[src/rtl/smns_pkg.sv]
package smns_pkg;

    localparam int MAX_WIDTH_DEF = 2048;
    localparam int DIM_W         = 12;

    localparam logic [DIM_W-1:0] WIDTH_RST  = 12'd640;
    localparam logic [DIM_W-1:0] HEIGHT_RST = 12'd480;
    localparam logic [DIM_W-1:0] DIM_MIN    = 12'd3;

    // configuration register indexes
    localparam logic REG_IMAGE_WIDTH  = 1'b0;
    localparam logic REG_IMAGE_HEIGHT = 1'b1;

    // input item kinds
    localparam logic KIND_PIXEL = 1'b0;
    localparam logic KIND_FLUSH = 1'b1;

    // direction bins
    localparam logic [1:0] DIR_HORIZ = 2'd0;
    localparam logic [1:0] DIR_VERT  = 2'd1;
    localparam logic [1:0] DIR_DIAG_MAIN = 2'd2;
    localparam logic [1:0] DIR_DIAG_ANTI = 2'd3;

    // tan(22.5) and tan(67.5) in 8-bit fraction
    localparam logic [9:0] TAN_LOW  = 10'd106;
    localparam logic [9:0] TAN_HIGH = 10'd618;

    localparam logic [7:0] MAG_SAT = 8'd255;

    typedef struct packed {
        logic       kind;
        logic [7:0] pixel;
    } in_item_t;

    typedef struct packed {
        logic [7:0] edge_value;
        logic       last;
    } out_item_t;

    typedef struct packed {
        logic       is_pixel;
        logic [7:0] pixel;
    } slot_t;

    typedef struct packed {
        logic [DIM_W-1:0] row;
        logic [DIM_W-1:0] col;
    } pos_t;

    function automatic pos_t advance(input pos_t p, input logic [DIM_W-1:0] w,
                                     input logic [DIM_W-1:0] h);
        pos_t n;
        n = p;
        if ({1'b0, p.col} + 13'd1 >= {1'b0, w}) begin
            n.col = '0;
            if ({1'b0, p.row} + 13'd1 >= {1'b0, h}) begin
                n.row = '0;
            end
            else begin
                n.row = p.row + 12'd1;
            end
        end
        else begin
            n.col = p.col + 12'd1;
        end
        return n;
    endfunction

    function automatic logic interior(input pos_t p, input logic [DIM_W-1:0] w,
                                      input logic [DIM_W-1:0] h);
        return (p.row != '0) && ({1'b0, p.row} + 13'd2 <= {1'b0, h})
            && (p.col != '0) && ({1'b0, p.col} + 13'd2 <= {1'b0, w});
    endfunction

endpackage

[src/rtl/smns_front.sv]
module smns_front (
    input  logic                         clk,
    input  logic                         rst_n,
    input  logic [smns_pkg::DIM_W-1:0]   w,
    input  logic [smns_pkg::DIM_W-1:0]   h,
    input  logic                         clearing,
    input  logic                         in_valid,
    output logic                         in_stall,
    input  smns_pkg::in_item_t           in_item,
    output logic                         q_valid,
    output smns_pkg::slot_t              q_item,
    input  logic                         q_pop
);

    smns_pkg::pos_t  in_pos_reg;
    smns_pkg::slot_t q_mem_reg [2];
    logic            wr_ptr_reg;
    logic            rd_ptr_reg;
    logic [1:0]      count_reg;

    logic accept;
    logic is_pixel;
    logic push;

    assign in_stall = clearing || (count_reg == 2'd2);
    assign accept   = in_valid && !in_stall;
    assign is_pixel = (in_item.kind == smns_pkg::KIND_PIXEL);
    // drop a flush that lands inside a frame
    assign push     = accept && (is_pixel || (in_pos_reg == '0));

    assign q_valid = (count_reg != 2'd0);
    assign q_item  = q_mem_reg[rd_ptr_reg];

    always_ff @(posedge clk or negedge rst_n)
    begin
        if (!rst_n)
        begin
            in_pos_reg <= '0;
            wr_ptr_reg <= 1'b0;
            rd_ptr_reg <= 1'b0;
            count_reg  <= 2'd0;
        end
        else
        begin
            if (accept && is_pixel)
            begin
                in_pos_reg <= smns_pkg::advance(in_pos_reg, w, h);
            end
            if (push)
            begin
                wr_ptr_reg <= !wr_ptr_reg;
            end
            if (q_pop)
            begin
                rd_ptr_reg <= !rd_ptr_reg;
            end
            count_reg <= count_reg + {1'b0, push} - {1'b0, q_pop};
        end
    end

    always_ff @(posedge clk)
    begin
        if (push)
        begin
            q_mem_reg[wr_ptr_reg].is_pixel <= is_pixel;
            q_mem_reg[wr_ptr_reg].pixel    <= is_pixel ? in_item.pixel : 8'd0;
        end
    end

endmodule

[config.mk]
export PLATFORM = sky130hd
export DESIGN_NAME = smns_front
export DESIGN_NICKNAME = d
export VERILOG_FILES = /design/src/rtl/smns_pkg.sv /design/src/rtl/smns_front.sv
export SDC_FILE = /design/constraint.sdc
export NUM_CORES = 1
export LEC_CHECK = 0
export BUFFER_PORTS_ARGS = -buffer_cell sky130_fd_sc_hd__buf_4
export CELL_PAD_IN_SITES_DETAIL_PLACEMENT = 0
export CELL_PAD_IN_SITES_GLOBAL_PLACEMENT = 1
export CORE_AREA = 2 2 87 89
export CTS_BUF_LIST = sky130_fd_sc_hd__clkbuf_16
export DETAILED_ROUTE_END_ITERATION = 10
export DIE_AREA = 0 0 89 91
export PLACE_DENSITY_LB_ADDON = 0.1
export SYNTH_ARGS = -nofsm -noshare
export SYNTH_HDL_FRONTEND = slang
export SYNTH_SLANG_ARGS = --single-unit
[constraint.sdc]
create_clock -name clk -period 3 [get_ports clk]
set_input_delay 0.3 -clock clk [delete_from_list [all_inputs] [get_ports clk]]
set_output_delay 0.3 -clock clk [all_outputs]
set_load 0.05 [all_outputs]
* Word-level counts from Yosys, hierarchy flattened
Memories as Yosys holds them, arrays and structs flattened.
Index checks and enable logic that the tools add are counted.
** Storage, ports and cells
- Bits in registers :: 28
- Memory bits (writable) :: 18
- Input port bits :: 38
- Output and inout port bits :: 11
- Word-level logic and storage cells :: 32
- Memories :: 1
** Memories
- q_mem_reg :: words 2, bits a word 9, rd ports 1, clocked after Yosys merged registers in 0, wr ports 1, RTL line smns_front.sv:16 : smns_pkg::slot_t q_mem_reg [2];
** Operators by class
- $add $sub $neg :: 6
- $lt $le $gt $ge :: 2
- Eq/ne operators :: 1
- Mux-type cells :: 5
- Bitwise gates (word level) :: 1
- Reduce and logical (&&, ||, !) cells :: 11
** Operators by type and width (number)
- adder 12 x 1 -> 13 bit, second input constant :: 2
- greater-or-equal comparator 13 x 12 -> 1 bit :: 2
- adder 12 x 1 -> 12 bit, second input constant :: 2
- logical NOT 24 bit :: 1
- two-way mux 12 bit :: 2
- two-way mux 8 bit :: 1
- logical AND 1 bit :: 3
- logical NOT 1 bit :: 3
- adder 2 x 1 -> 2 bit :: 1
- == test 2 bit, second input constant :: 1
- logical OR 1 bit :: 2
- two-way mux 1 bit :: 2
- AND reduction 2 bit :: 1
- nonzero test 2 bit :: 1
- subtractor 2 x 1 -> 2 bit :: 1
- NOT 1 bit :: 1

* Depth between registers and ports, before layout
- Depth after elaboration :: 7
- Gate-level depth with buffers :: 14
- Gate-level depth less buffers :: 13

* Worst setup path before layout
OpenSTA, ideal clock, no wires.
- Path type :: flip-flop to flip-flop
- Start :: register in_pos_reg[0] (netlist name)
- End :: register in_pos_reg[12] (netlist name)
- Library setup time :: 0.128 ns
- Data arrival time :: 2.625 ns
- Slack :: 0.247 ns
- Cell stages (with the launch flop) :: 14
- Period minus slack after synthesis :: 2.753 ns
- Cells stage by stage :: dfrtp_1 -> ha_1 -> nand2_1 -> nor2_2 -> nand2_1 -> nor2_1 -> xor2_1 -> ha_1 -> a21oi_1 -> nor2b_1 -> a311oi_2 -> a31oi_4 -> nor3b_4 -> mux2_1
** On the way
- Word-level cells in the longest chain between the ends :: 3
** RTL lines
- start: declaration :: RTL line smns_front.sv:15 : smns_pkg::pos_t in_pos_reg;
- start signal: assignment :: RTL line smns_front.sv:47 : in_pos_reg <= smns_pkg::advance(in_pos_reg, w, h);
- adder 12 x 1 -> 13 bit :: RTL line smns_pkg.sv:54 : if ({1'b0, p.col} + 13'd1 >= {1'b0, w}) begin
- greater-or-equal comparator 13 x 12 -> 1 bit :: RTL line smns_pkg.sv:54
- AND reduction 2 bit (no source line)
Every way passes these cells.
A chain may end at the register's enable or synchronous reset.

* Worst setup path in the final report
- Start :: register in_pos_reg[1] (netlist name)
- End :: register in_pos_reg[12] (netlist name)
The elaborated chain is that of the path after synthesis.

==> flow_summary.toml <==
[power_and_ir_drop]
p_int_w = 0.00144
clkPwrFrac_pct = 24.6
combPwrFrac_pct = 38.9
p_sw_share_pct = 36.8
p_sw_w = 0.000840
p_leak_nw = 1.98
ir_drop_uv = 281
pwr_density_cell_nw_per_um2 = 567
p_total_w = 0.00228
p_seq_share_pct = 36.5

[sta]
clock_skew_ns = 0.00634
finalSetupTns_ns = 0
max_freq_mhz = 355
drv_slew = 0
worst_pin_slew_ns = 0.481
hold_viol = 0
setup-violations-final = 0
finalCriticalPeriod_ns = 2.82
maxSlewHeadroom_pct = 67.9
fin_crit_sh_pct = 94.0

[worst_setup_path]
path_cells = "ha_4 -> nand2_4 -> nor2_4 -> nand2_2 -> nor2_2 -> xor2_1 -> ha_1 -> a21oi_1 -> nor2b_1 -> a311oi_2 -> buf_4 -> a31oi_4 -> nor3b_4 -> mux2_1"
cp_slowest_stage_delay_ns = 0.43
worstPathMaxFanout = 7
arrival_ns = 2.98
cp-start-kind = "flip-flop"
crit_path_end = "in_pos_reg[12]"
r2r_slack_ns = 0.18
slowest_stage = "dfrtp_1"
r2r_start = "in_pos_reg[1]"
startpoint = "in_pos_reg[1]"
worstSetupEndpointType = "flip-flop"
worst-r2r-cell-count = 14
critPathKind = "flip-flop to flip-flop"
r2r_end = "in_pos_reg[12]"
required_ns = 3.16

[clock_network]
root_buffer = "clkbuf_16"
cts.path.max_buffers = 2
cts_made_buffers = 5
clk_latency_ns = 0.28
cts_tree = "yes"
htree_levels = 2
clock-sinks = 46
path_clk_slew_ns = 0.07

[route]
drc = 0
num_vias = 2510
drtIter0Drc = 65
vias_per_cell = 5.06
drtAntennaViolNets = 0
wl_mm = 6.94
drt_pre_antenna_iters = 5
wl_per_cell_um = 14.0

[global_route]
grt_pass1_wl_mm = 11.4
antenna_found_initial = 0
grt_pass1_vias = 2558
grt_overflow = 0
grt_usage_pct = 17.7
grt_max_degree = 29

[yosys]
synthCells = 316
synth_edf_count = 18
ys_ff_latch = 46
synth_cell_types = 44
yosysSeqAreaShare_pct = 40.3
synthArstFlopShare_pct = 60.9
synth-main-ff-cell = "dfrtp_1"
ys.warnings.count = 0
synth.net_count = 384
synth_area_um2 = 3080
synth.avg_cell_area_um2 = 9.74

[layout]
final_cell_mix = "buf_4, inv_1, ha_1"
final_area_um2 = 4020
syn_to_final_growth_pct = 30.6
layout.nets = 464
layout_commonest_cell = "buf_4"
diodes = 0
n_fill_cell = 708
drive_gt1_share_pct = 32.0
largest_reg_flops = 24

[flow_run]
cap_violations = 0

[placed_design]
routabilityCongestion = 0.763
dp_hpwl_mm = 5.24
dpl_cell_area_um2 = 3750
portBuffers = 48

[floorplan]
core_um2 = 7140
num_io_pins = 49
chipHeight_um = 91
dieArea_um2 = 8100
fp-row-count = 31
die_w_um = 89
start_util_pct = 43.1

[hold_path]
hold_path.class = "primary input to flip-flop"

[outcome]
status = "completed"
critical path: cells and delay by family (launching register included):
family / cells / cell delay [ns]
simple gates: 6 / 0.68
mux: 1 / 0.31
flops: 1 / 0.43
fa+ha+maj: 2 / 0.45
xor+xnor: 1 / 0.16
buf+inv: 1 / 0.18
compound gates: 3 / 0.50
cell families after synthesis:
logic type / Yosys count / synth area share (%)
and+or+nand+nor: 100 / 17.3
AOI/OAI and AO/OA: 57 / 13.1
buffers and inverters: 48 / 6.26
DFF: 46 / 40.3
adders and majority gates: 30 / 12.2
xor gates and xnor gates: 24 / 6.83
muxes: 11 / 4.02
layout make-up:
class                   count  area [um^2]  area share, %
well taps                  99          124           3.08
flip-flops and latches     46         1240           30.9
multi-input cells         222         1720           42.9
inverters                  35          131           3.27
repair buffers             86          652           16.2
clock inverters             3         25.0          0.622
clock buffers               5          125           3.11
cell usage after synthesis, types with 2 or more instances:
cell type / count / area [um^2]
a31o_2: 5 / 43.8
a21o_1: 3 / 22.5
nor3_1: 4 / 20.0
buf_2: 3 / 15.0
a21oi_1: 10 / 50.1
and2b_1: 2 / 15.0
or3_1: 2 / 12.5
nor4_1: 2 / 12.5
ha_1: 30 / 375
buf_4: 2 / 15.0
nand4_1: 5 / 31.3
dfrtp_1: 28 / 701
nor4b_1: 2 / 17.5
xnor2_1: 13 / 114
xor2_1: 11 / 96.3
nor2b_1: 17 / 106
nand3_1: 13 / 65.1
o31ai_1: 4 / 30.0
nand2_1: 23 / 86.3
o21bai_1: 2 / 15.0
mux2_2: 10 / 113
o211ai_1: 2 / 15.0
nor2_1: 17 / 63.8
o21ai_0: 14 / 70.1
edfxtp_1: 18 / 541
clkbuf_1: 7 / 26.3
and3_1: 7 / 43.8
inv_1: 35 / 131
a22o_1: 10 / 87.6
per-stage QoR:
| stage | setup WS, ns | std cells | hold slack (ns) | utilization [%] |
|---|---|---|---|---|
| after floorplan | 0.247 | 316 | 0.00441 | - |
| after CTS | 0.00825 | 492 | 0.195 | 54.8 |
| after global routing | -0.00952 | 496 | 0.209 | 56.4 |
| after detailed placement | 0.0479 | 483 | 0.254 | 52.5 |
| final | 0.180 | 496 | 0.201 | 56.4 |
| after global placement | 0.100 | 483 | 0.252 | 52.5 |
worst min path at each step:
stage	start	to	slack [ns]	cells after the start
finish	q_pop	rd_ptr_reg	0.20	2
global route	q_pop	rd_ptr_reg	0.21	2
CTS	q_pop	rd_ptr_reg	0.20	2
detailed placement	rst_n	in_pos_reg[22]	0.25	1
global placement	rst_n	in_pos_reg[22]	0.25	1
floorplan	rst_n	count_reg[0]	0.004	0
power by group through the flow:
stage / clock network, W / logic, W / registers [W]
global placement: 0 / 0.000833 / 0.000829
finish: 0.000562 / 0.000887 / 0.000832
detailed placement: 0 / 0.000846 / 0.000832
global route: 0.000604 / 0.000980 / 0.000842
floorplan: 0 / 0.000595 / 0.000793
CTS: 0.000578 / 0.000852 / 0.000820
per-layer routing:
layer | up-vias | global-route usage [%] | routed length, um
met1 | 1197 | 22.5 | 3060
met5 | - | 0 | 0
met2 | 37 | 31.0 | 3600
li1 | 1270 | - | -
met3 | 6 | 3.09 | 217
met4 | 0 | 3.73 | 62
repair_timing:
action / in CTS / in global routing
setup buffers: 0 / 4
setup endpoints to repair: 0 / 17
hold buffers: 1 / 0
endpoints found under the hold margin: 28 / 0
resized for setup: 0 / 18
(Power assumes the default switching activity.)
